[src/hw/rtl/rpa_pkg.sv]
// ----------------------------------------------------------------------------
// rpa_pkg
// Shared types and constants for the register pool allocator: request codes,
// owner cell commands and status, and controller states.
// ----------------------------------------------------------------------------
package rpa_pkg;

   localparam int NUM_REGS_DEF = 16;
   localparam int ID_WIDTH_DEF = 16;
   localparam int REG_W_DEF    = $clog2(NUM_REGS_DEF);

   localparam int OPCODE_W = 3;
   localparam int VALUE_W  = 16;
   localparam int REGNO_W  = 4;
   localparam int MASK_W   = 16;

   localparam int REQ_W = 24;
   localparam int RSP_W = 56;

   typedef enum logic [OPCODE_W-1:0] {
      OP_ALLOC_ANY   = 3'd0,
      OP_ALLOC_NAMED = 3'd1,
      OP_RESERVE     = 3'd2,
      OP_FREE_REG    = 3'd3,
      OP_FREE_VALUE  = 3'd4
   } op_type;

   typedef enum logic [2:0] {
      CELL_HOLD,
      CELL_MATCH,
      CELL_KILL,
      CELL_PACK,
      CELL_APPEND
   } cell_op_type;

   typedef struct packed {
      cell_op_type op;
      logic        kill_r;
      logic        kill_v;
   } cell_ctl_type;

   typedef struct packed {
      logic valid;
      logic gap;
      logic rhit;
      logic vhit;
   } cell_stat_type;

   typedef enum logic [2:0] {
      ST_IDLE,
      ST_LOOKUP,
      ST_MATCH,
      ST_APPLY,
      ST_PACK,
      ST_APPEND,
      ST_FINISH
   } fsm_state_type;

endpackage

[src/hw/rtl/rpa_cell.sv]
// ----------------------------------------------------------------------------
// rpa_cell
// One entry of the owner list: a (value, register) pair with a valid bit.
// Compares against the lookup keys, drops itself on a kill, pulls its upper
// neighbor into a hole, and takes the new entry at the end of the list.
// ----------------------------------------------------------------------------
module rpa_cell #(
   parameter int ID_WIDTH = rpa_pkg::ID_WIDTH_DEF,
   parameter int REG_W    = rpa_pkg::REG_W_DEF
) (
   input  logic                  clock,
   input  logic                  reset,
   input  rpa_pkg::cell_ctl_type ctl,
   input  logic [ID_WIDTH-1:0]   key_value,
   input  logic [REG_W-1:0]      key_reg,
   input  logic                  down_valid,
   input  logic                  up_valid,
   input  logic [ID_WIDTH-1:0]   up_value,
   input  logic [REG_W-1:0]      up_reg,
   output logic [ID_WIDTH-1:0]   cell_value,
   output logic [REG_W-1:0]      cell_reg,
   output rpa_pkg::cell_stat_type stat
);
   import rpa_pkg::*;

   logic                valid_ff, valid_in;
   logic                rhit_ff, rhit_in;
   logic                vhit_ff, vhit_in;
   logic [ID_WIDTH-1:0] value_ff, value_in;
   logic [REG_W-1:0]    reg_ff, reg_in;

   always_comb begin
      valid_in = valid_ff;
      rhit_in  = rhit_ff;
      vhit_in  = vhit_ff;
      value_in = value_ff;
      reg_in   = reg_ff;
      unique case (ctl.op)
         CELL_HOLD: begin
         end
         CELL_MATCH: begin
            rhit_in = valid_ff && (reg_ff == key_reg);
            vhit_in = valid_ff && (value_ff == key_value);
         end
         CELL_KILL: begin
            if ((rhit_ff && ctl.kill_r) || (vhit_ff && ctl.kill_v)) begin
               valid_in = 1'b0;
            end
         end
         CELL_PACK: begin
            if (!valid_ff && up_valid) begin
               valid_in = 1'b1;
               value_in = up_value;
               reg_in   = up_reg;
            end else if (valid_ff && !down_valid) begin
               valid_in = 1'b0;
            end
         end
         CELL_APPEND: begin
            if (!valid_ff && down_valid) begin
               valid_in = 1'b1;
               value_in = key_value;
               reg_in   = key_reg;
            end
         end
         default: begin
         end
      endcase
   end

   always_ff @(posedge clock) begin
      if (reset) begin
         valid_ff <= 1'b0;
         rhit_ff  <= 1'b0;
         vhit_ff  <= 1'b0;
      end else begin
         valid_ff <= valid_in;
         rhit_ff  <= rhit_in;
         vhit_ff  <= vhit_in;
      end
   end

   always_ff @(posedge clock) begin
      value_ff <= value_in;
      reg_ff   <= reg_in;
   end

   assign cell_value = value_ff;
   assign cell_reg   = reg_ff;
   assign stat.valid = valid_ff;
   assign stat.gap   = !valid_ff && up_valid;
   assign stat.rhit  = rhit_ff;
   assign stat.vhit  = vhit_ff;

endmodule

[src/hw/rtl/rpa_find_free.sv]
// ----------------------------------------------------------------------------
// rpa_find_free
// Priority encoder over the occupied mask: lowest free register.
// ----------------------------------------------------------------------------
module rpa_find_free #(
   parameter int NUM_REGS = rpa_pkg::NUM_REGS_DEF,
   parameter int REG_W    = rpa_pkg::REG_W_DEF
) (
   input  logic [NUM_REGS-1:0] occ,
   output logic                found,
   output logic [REG_W-1:0]    idx
);
   import rpa_pkg::*;

   always_comb begin
      idx = '0;
      for (int i = NUM_REGS - 1; i >= 0; i--) begin
         if (!occ[i]) begin
            idx = REG_W'(i);
         end
      end
      found = ~&occ;
   end

endmodule

[src/hw/rtl/register_pool_allocator_fifo_spill.sv]
// ----------------------------------------------------------------------------
// register_pool_allocator_fifo_spill
// Register pool allocator with lowest-free choice and oldest-owner eviction.
//
// Takes one request at a time and returns one response per request. A
// request passes through LOOKUP, MATCH, APPLY and PACK, then APPEND when a
// new owner entry is appended, then FINISH, which loads the response once
// the output register is free. PACK repeats while removed owner entries
// leave holes in the row of owner cells, which closes holes one position per
// cycle. A new request is accepted while the previous response still waits
// on rsp_tready.
// ----------------------------------------------------------------------------
module register_pool_allocator_fifo_spill #(
   parameter int NUM_REGS = rpa_pkg::NUM_REGS_DEF,
   parameter int ID_WIDTH = rpa_pkg::ID_WIDTH_DEF
) (
   input  logic                      clock,
   input  logic                      reset,
   input  logic                      req_tvalid,
   output logic                      req_tready,
   // opcode[2:0], has_value[3], value_id[19:4], reg_no[23:20]
   input  logic [rpa_pkg::REQ_W-1:0] req_tdata,
   output logic                      rsp_tvalid,
   input  logic                      rsp_tready,
   // granted[0], granted_reg[4:1], spilled[5], spilled_value_id[21:6],
   // error[22], occupied_mask[38:23], used_mask[54:39], zero[55]
   output logic [rpa_pkg::RSP_W-1:0] rsp_tdata
);
   import rpa_pkg::*;

   localparam int REG_W = $clog2(NUM_REGS);

   fsm_state_type state_ff, state_in;

   op_type                op_ff, op_in;
   logic                  hv_ff, hv_in;
   logic [ID_WIDTH-1:0]   vid_ff, vid_in;
   logic [REGNO_W-1:0]    rno_ff, rno_in;
   logic                  in_pool_ff, in_pool_in;
   logic [REG_W-1:0]      target_ff, target_in;
   logic                  free_ff, free_in;
   logic                  empty_ff, empty_in;
   logic                  app_ff, app_in;
   logic [NUM_REGS-1:0]   occ_ff, occ_in;
   logic [NUM_REGS-1:0]   used_ff, used_in;
   logic                  res_granted_ff, res_granted_in;
   logic [REG_W-1:0]      res_greg_ff, res_greg_in;
   logic                  res_sp_ff, res_sp_in;
   logic [ID_WIDTH-1:0]   res_spid_ff, res_spid_in;
   logic                  res_err_ff, res_err_in;
   logic                  rsp_tvalid_ff, rsp_tvalid_in;
   logic [RSP_W-1:0]      rsp_tdata_ff, rsp_tdata_in;

   logic                  req_accept;
   logic                  rsp_load;
   logic                  pick_found;
   logic [REG_W-1:0]      pick_idx;
   cell_ctl_type          cell_ctl;
   logic                  kill_r_c, kill_v_c;

   logic [ID_WIDTH-1:0]   cell_value [NUM_REGS];
   logic [REG_W-1:0]      cell_reg   [NUM_REGS];
   cell_stat_type         cell_stat  [NUM_REGS];

   logic                  any_r, any_v, gap_any;
   logic [ID_WIDTH-1:0]   r_val;
   logic [REG_W-1:0]      v_reg;
   logic [NUM_REGS-1:0]   rhit_vec, vhit_vec, own_mask;
   logic [NUM_REGS-1:0]   tbit, vbit;

   logic [5:0]            greg_w;
   logic [31:0]           spid_w;
   logic [63:0]           occ_w, used_w;

   // request fields
   assign req_accept = req_tvalid && req_tready;
   assign op_in      = req_accept ? op_type'(req_tdata[2:0]) : op_ff;
   assign hv_in      = req_accept ? req_tdata[3] : hv_ff;
   assign vid_in     = req_accept ? ID_WIDTH'(req_tdata[19:4]) : vid_ff;
   assign rno_in     = req_accept ? req_tdata[23:20] : rno_ff;
   assign in_pool_in = req_accept ? (32'(req_tdata[23:20]) < NUM_REGS) : in_pool_ff;

   rpa_find_free #(
      .NUM_REGS (NUM_REGS),
      .REG_W    (REG_W)
   ) u_find_free (
      .occ   (occ_ff),
      .found (pick_found),
      .idx   (pick_idx)
   );

   // resolve the register the request targets
   always_comb begin
      target_in = target_ff;
      free_in   = free_ff;
      empty_in  = empty_ff;
      if (state_ff == ST_LOOKUP) begin
         free_in  = pick_found;
         empty_in = !cell_stat[0].valid;
         if (op_ff == OP_ALLOC_ANY) begin
            target_in = pick_found ? pick_idx : cell_reg[0];
         end else begin
            target_in = REG_W'(rno_ff);
         end
      end
   end

   // owner cell row
   for (genvar g = 0; g < NUM_REGS; g++) begin : g_cell
      logic                down_v, up_v;
      logic [ID_WIDTH-1:0] up_value;
      logic [REG_W-1:0]    up_reg;
      if (g == 0) begin : g_bottom
         assign down_v = 1'b1;
      end else begin : g_mid
         assign down_v = cell_stat[g-1].valid;
      end
      if (g == NUM_REGS - 1) begin : g_top
         assign up_v     = 1'b0;
         assign up_value = '0;
         assign up_reg   = '0;
      end else begin : g_below
         assign up_v     = cell_stat[g+1].valid;
         assign up_value = cell_value[g+1];
         assign up_reg   = cell_reg[g+1];
      end
      rpa_cell #(
         .ID_WIDTH (ID_WIDTH),
         .REG_W    (REG_W)
      ) u_cell (
         .clock      (clock),
         .reset      (reset),
         .ctl        (cell_ctl),
         .key_value  (vid_ff),
         .key_reg    (target_ff),
         .down_valid (down_v),
         .up_valid   (up_v),
         .up_value   (up_value),
         .up_reg     (up_reg),
         .cell_value (cell_value[g]),
         .cell_reg   (cell_reg[g]),
         .stat       (cell_stat[g])
      );
   end

   // gather hits from the row
   always_comb begin
      any_r    = 1'b0;
      any_v    = 1'b0;
      gap_any  = 1'b0;
      r_val    = '0;
      v_reg    = '0;
      own_mask = '0;
      for (int i = 0; i < NUM_REGS; i++) begin
         rhit_vec[i] = cell_stat[i].rhit;
         vhit_vec[i] = cell_stat[i].vhit;
         gap_any     = gap_any | cell_stat[i].gap;
         if (cell_stat[i].rhit) begin
            any_r = 1'b1;
            r_val = r_val | cell_value[i];
         end
         if (cell_stat[i].vhit) begin
            any_v = 1'b1;
            v_reg = v_reg | cell_reg[i];
         end
         if (cell_stat[i].valid) begin
            own_mask = own_mask | (NUM_REGS'(1) << cell_reg[i]);
         end
      end
   end

   assign tbit = NUM_REGS'(1) << target_ff;
   assign vbit = NUM_REGS'(1) << v_reg;

   // apply the request to masks and decide list edits
   always_comb begin
      occ_in         = occ_ff;
      used_in        = used_ff;
      app_in         = app_ff;
      kill_r_c       = 1'b0;
      kill_v_c       = 1'b0;
      res_granted_in = res_granted_ff;
      res_greg_in    = res_greg_ff;
      res_sp_in      = res_sp_ff;
      res_spid_in    = res_spid_ff;
      res_err_in     = res_err_ff;
      if (state_ff == ST_APPLY) begin
         app_in         = 1'b0;
         res_granted_in = 1'b0;
         res_sp_in      = 1'b0;
         res_spid_in    = '0;
         res_err_in     = 1'b0;
         unique case (op_ff)
            OP_ALLOC_ANY: begin
               if (free_ff || !empty_ff) begin
                  if (!free_ff) begin
                     kill_r_c    = 1'b1;
                     res_sp_in   = any_r;
                     res_spid_in = r_val;
                  end
                  kill_v_c       = hv_ff;
                  app_in         = hv_ff;
                  occ_in         = occ_ff | tbit;
                  used_in        = used_ff | tbit;
                  res_granted_in = 1'b1;
               end else begin
                  res_err_in = 1'b1;
               end
            end
            OP_ALLOC_NAMED: begin
               if (in_pool_ff) begin
                  if (hv_ff && any_v && (v_reg == target_ff)) begin
                     res_granted_in = 1'b1;
                  end else if ((occ_ff & tbit) != '0 && !any_r) begin
                     res_err_in = 1'b1;
                     occ_in     = occ_ff & ~tbit;
                  end else begin
                     if ((occ_ff & tbit) != '0) begin
                        kill_r_c    = 1'b1;
                        res_sp_in   = 1'b1;
                        res_spid_in = r_val;
                     end
                     kill_v_c       = hv_ff;
                     app_in         = hv_ff;
                     occ_in         = occ_ff | tbit;
                     used_in        = used_ff | tbit;
                     res_granted_in = 1'b1;
                  end
               end
            end
            OP_RESERVE: begin
               if (in_pool_ff) begin
                  if (((occ_ff & tbit) != '0) && any_r) begin
                     kill_r_c    = 1'b1;
                     res_sp_in   = 1'b1;
                     res_spid_in = r_val;
                  end
                  occ_in         = occ_ff | tbit;
                  used_in        = used_ff | tbit;
                  res_granted_in = 1'b1;
               end
            end
            OP_FREE_REG: begin
               if (in_pool_ff) begin
                  occ_in = occ_ff & ~tbit;
                  if (any_r) begin
                     kill_r_c    = 1'b1;
                     res_sp_in   = 1'b1;
                     res_spid_in = r_val;
                  end
               end
            end
            OP_FREE_VALUE: begin
               if (any_v) begin
                  occ_in      = occ_ff & ~vbit;
                  kill_v_c    = 1'b1;
                  res_sp_in   = 1'b1;
                  res_spid_in = vid_ff;
               end
            end
            default: begin
            end
         endcase
         res_greg_in = res_granted_in ? target_ff : '0;
      end
   end

   // next state
   always_comb begin
      state_in = state_ff;
      unique case (state_ff)
         ST_IDLE:   if (req_accept) state_in = ST_LOOKUP;
         ST_LOOKUP: state_in = ST_MATCH;
         ST_MATCH:  state_in = ST_APPLY;
         ST_APPLY:  state_in = ST_PACK;
         ST_PACK: begin
            if (!gap_any) begin
               state_in = app_ff ? ST_APPEND : ST_FINISH;
            end
         end
         ST_APPEND: state_in = ST_FINISH;
         ST_FINISH: if (rsp_load) state_in = ST_IDLE;
         default:   state_in = ST_IDLE;
      endcase
   end

   assign rsp_load = (state_ff == ST_FINISH) && (!rsp_tvalid_ff || rsp_tready);

   // controller outputs
   always_comb begin
      req_tready      = (state_ff == ST_IDLE);
      cell_ctl.kill_r = kill_r_c;
      cell_ctl.kill_v = kill_v_c;
      unique case (state_ff)
         ST_MATCH:  cell_ctl.op = CELL_MATCH;
         ST_APPLY:  cell_ctl.op = CELL_KILL;
         ST_PACK:   cell_ctl.op = CELL_PACK;
         ST_APPEND: cell_ctl.op = CELL_APPEND;
         default:   cell_ctl.op = CELL_HOLD;
      endcase
   end

   // response register
   assign greg_w = 6'(res_greg_ff);
   assign spid_w = 32'(res_spid_ff);
   assign occ_w  = 64'(occ_ff);
   assign used_w = 64'(used_ff);

   always_comb begin
      rsp_tdata_in  = rsp_tdata_ff;
      rsp_tvalid_in = rsp_tvalid_ff && !rsp_tready;
      if (rsp_load) begin
         rsp_tvalid_in = 1'b1;
         rsp_tdata_in  = {1'b0, used_w[MASK_W-1:0], occ_w[MASK_W-1:0], res_err_ff,
                          spid_w[VALUE_W-1:0], res_sp_ff, greg_w[REGNO_W-1:0],
                          res_granted_ff};
      end
   end

   always_ff @(posedge clock) begin
      if (reset) begin
         state_ff      <= ST_IDLE;
         occ_ff        <= '0;
         used_ff       <= '0;
         rsp_tvalid_ff <= 1'b0;
      end else begin
         state_ff      <= state_in;
         occ_ff        <= occ_in;
         used_ff       <= used_in;
         rsp_tvalid_ff <= rsp_tvalid_in;
      end
   end

   always_ff @(posedge clock) begin
      op_ff          <= op_in;
      hv_ff          <= hv_in;
      vid_ff         <= vid_in;
      rno_ff         <= rno_in;
      in_pool_ff     <= in_pool_in;
      target_ff      <= target_in;
      free_ff        <= free_in;
      empty_ff       <= empty_in;
      app_ff         <= app_in;
      res_granted_ff <= res_granted_in;
      res_greg_ff    <= res_greg_in;
      res_sp_ff      <= res_sp_in;
      res_spid_ff    <= res_spid_in;
      res_err_ff     <= res_err_in;
      rsp_tdata_ff   <= rsp_tdata_in;
   end

   assign rsp_tvalid = rsp_tvalid_ff;
   assign rsp_tdata  = rsp_tdata_ff;

   a_occ_in_used: assert property (@(posedge clock) disable iff (reset)
      (occ_ff & ~used_ff) == '0)
      else $error("occupied register missing from used mask");

   a_list_packed: assert property (@(posedge clock) disable iff (reset)
      (state_ff == ST_IDLE) |-> !gap_any)
      else $error("owner list has a hole while idle");

   a_owner_occupied: assert property (@(posedge clock) disable iff (reset)
      (state_ff == ST_IDLE) |-> ((own_mask & ~occ_ff) == '0))
      else $error("owner entry names a free register");

   a_rhit_single: assert property (@(posedge clock) disable iff (reset)
      (state_ff == ST_APPLY) |-> $onehot0(rhit_vec))
      else $error("register matches more than one owner entry");

   a_vhit_single: assert property (@(posedge clock) disable iff (reset)
      (state_ff == ST_APPLY) |-> $onehot0(vhit_vec))
      else $error("value matches more than one owner entry");

endmodule

[config.mk]
export PLATFORM = sky130hd
export DESIGN_NAME = register_pool_allocator_fifo_spill
export DESIGN_NICKNAME = d
export VERILOG_FILES = /design/src/hw/rtl/rpa_pkg.sv /design/src/hw/rtl/rpa_cell.sv /design/src/hw/rtl/rpa_find_free.sv /design/src/hw/rtl/register_pool_allocator_fifo_spill.sv
export SDC_FILE = /design/constraint.sdc
export NUM_CORES = 1
export LEC_CHECK = 0
export BUFFER_PORTS_ARGS = -buffer_cell sky130_fd_sc_hd__buf_2
export CAP_MARGIN = 5
export CORE_MARGIN = 1
export CORE_UTILIZATION = 45
export CTS_CLUSTER_SIZE = 12
export DETAILED_ROUTE_END_ITERATION = 6
export GPL_TIMING_DRIVEN = 0
export MAX_ROUTING_LAYER = met4
export REMOVE_ABC_BUFFERS = 1
export SLEW_MARGIN = 20
export SYNTH_ARGS = -nofsm -noshare
export SYNTH_HDL_FRONTEND = slang
export SYNTH_HIERARCHICAL = 1
export SYNTH_SLANG_ARGS = --single-unit
[constraint.sdc]
create_clock -name clock -period 8.7 [get_ports clock]
set_input_delay 0.87 -clock clock [delete_from_list [all_inputs] [get_ports clock]]
set_output_delay 0.87 -clock clock [all_outputs]
set_load 0.02 [all_outputs]
==> metrics <==
grt ovf=0; Hold Vio Cnt, Final=0; First-pass DRT Iterations=5; die width=252.7 um; detailed-route via count=20590; Area after DPL=0.03084 mm^2; max_slew headroom=0.1590; CTS Buffer Depth=3; synthesized flop and latch total=513; Worst-Margin Slew=1260 ps; CP Max Fanout=17; GR peak layer=met2; MaxCap Viol Count=0; Synth Area in Adders=0; FMAX=225.8 MHz; clock sink count=513; final core occ=0.5279; final setup margin=4271 ps; CP max-delay cell=a41oi_2; Hold Startpoint=req_tdata[8]; multiplexer share of the synthesized area=0.1352; fin crit share=0.5091; Vias/cell=6.231; share of layout cells above drive strength 1=0.2708; Slew Viols, Final=0; VDD IR max=0.0001761 V; first-pass GRT wire length=135.3 mm; Site Rows=91; synth top area cells=edfxtp_1, mux2_2, xor2_1; setup TNS=0 ps; root buf cell=clkbuf_16; CTS tree=done; Final Total Pwr=7.450 mW; cell area after layout=0.03270 mm^2; final WL=91.77 mm; Async SR Flop Fraction=0; Cell Pwr Density=227.8 mW/mm^2; H-tree levels=2; post-synth top area share=0.4555; die area=0.06386 mm^2; post-synth top area cell=edfxtp_1; Ant. Diodes=0; post-CTS setup buffer count=0; met2 Usage GRT=0.4568; top cells by count, synth=edfxtp_1, mux2_2, xor2_1; DR WL/cell=27.78 um; HPWL Detailed=66.44 mm; Core Box Area=0.06194 mm^2; worst hold stages=1; Synth cell types=65; reg-to-reg endpoint=g_cell[10].u_cell/valid_ff; largest family of logic cells by synthesized area=multiplexers; Fillers=5283; EDFF count, synth=429; crit start category=flop; # DRC=0; part of the Yosys area used for sequential elements=0.5149; antenna viol nets, final=0; Synth Instances=2297; Crit. End Element=flop; worst r2r src=g_cell[1].u_cell/vhit_ff; I/O pin count=86; status=finished clean; Leakage=10.81 nW; largest net degree at the start of global routing=69; Yosys warning total=6; Hold-fix buffers, CTS=0; XOR/XNOR Fraction of Synth Area=0.1011; DR iter-0 viols=2167; Req. time, crit path=9270 ps; Avg Synthesized Cell Area=12.31 um^2; Final GP Congestion=0.9187; CTS clk-pin slew, worst paths=60 ps; Syn-to-layout area delta=15.61%; Worst Clk Skew=26.72 ps; Clock Latency Late Sink=640 ps; M1 GR Usage=0.3821; initial antenna violation count=0; cts bufs inserted=56; most numerous cell in the Yosys netlist=edfxtp_1; grt met3 use=0.03635; Critical Path Source=g_cell[1].u_cell/vhit_ff; final net count=2451; Synth Area in Compound Gates=0.1006; max reg flops=256; Most used DFF post-synth=edfxtp_1; crit path DAT=5000 ps; synthesized area=0.02828 mm^2; post-synthesis simple-gate area fraction=0.1155; Initial Util=0.4566; CP max stage delay=890 ps; chip height=252.7 um; Setup Viol. Count Final=0; crit path cell chain=a22o_1 > a221oi_1 > and4_1 > mux2i_1 > nand4_4 > a41oi_2 > nor2_2 > buf_6 > a221oi_1 > o21ai_0 > a31oi_1; CP endpoint=g_cell[10].u_cell/valid_ff; type of the worst setup path=flop to flop; vias in the first global route=20000; Place WS=4367 ps; unrepaired setup endpoints after global routing=false; reg2reg path depth=11; CTS resizes=0; Global Route Usage Sum=0.2940; Critical Path Most Common Cell=a221oi_1; # port buffers=84; Tightest Hold Check Type=input port to flop; Worst R2R Setup Slack=4270 ps; Final Critical Period=4429 ps
==> layout make-up <==
type	instances	area [um^2]	share of cell area
Sequential cell	513	14570	0.4457
Multi-Input combinational cell	1635	13210	0.4039
Timing Repair Buffer	190	1908	0.05835
Clock buffer	78	1544	0.04722
Tap cell	837	1047	0.03203
Clock inverter	24	316.6	0.009681
Inverter	27	101.3	0.003099
==> worst min path at each step <==
stage / end
floorplan: rsp_tdata[0]
global placement: rsp_tdata[7]
detailed placement: rsp_tdata[13]
CTS: vid_ff[4]
global route: vid_ff[4]
finish: vid_ff[4]
==> stage by stage <==
stage	instances	hold WS, ps
2_1_floorplan	2175	400.3
3_3_place_gp	3096	404.2
3_5_place_dp	3202	404.5
4_1_cts	3304	385.4
5_1_grt	3304	396.4
6_report	3304	400.8
==> power breakdown <==
part / switching, mW / leakage [nW] / internal, mW
clock network: 1.02 / 0.902 / 1.44
logic: 1.18 / 5.36 / 0.806
registers: 0.194 / 4.55 / 2.80
==> layer usage <==
metal,part of all wire,routed length [um],vias up
met5,0,0,-
met4,0.049,4477,0
met3,0.063,5767,204
met2,0.47,43430,909
met1,0.42,38100,10430
li1,-,-,9044
==> critical path, delay by kind of cell, from the launching register on <==
family | cells | cell delay [ps]
AOI/OAI and AO/OA | 6 | 2260
and+or+nand+nor | 3 | 1080
DFF | 1 | 430
muxes | 1 | 330
buffers and inverters | 1 | 250
==> kinds of logic (layout without fill, tap and decap cells) <==
| kind of cell | after synthesis | count (layout) |
|---|---|---|
| compound gates | 407 | 407 |
| xor+xnor | 324 | 324 |
| buf+inv | 173 | 319 |
| flops | 513 | 513 |
| mux | 342 | 342 |
| other cells | 2 | 26 |
| simple gates | 536 | 536 |
==> placed cells by master (no fill, tap or decap), types with 17 or more instances in the layout <==
cell type,instances
mux2i_1,21
a21oi_1,42
o21ai_1,28
o21ai_0,64
nor3_1,25
nand3b_1,19
a31oi_1,21
nand2b_1,40
dfxtp_1,76
buf_4,46
a221oi_1,55
inv_1,27
mux2_2,321
nand4_1,17
nor3b_2,17
nand2_1,78
xnor2_1,17
conb_1,26
nor2_1,50
edfxtp_1,429
a21oi_4,17
nor4_1,58
a22oi_1,82
clkbuf_16,56
nor3b_1,34
buf_16,21
nand3_1,66
nand4b_1,34
and2_1,18
buf_2,83
a22o_1,39
buf_8,27
xor2_1,304
nor2b_1,26
No activity file was read; power rests on OpenSTA's default activity.
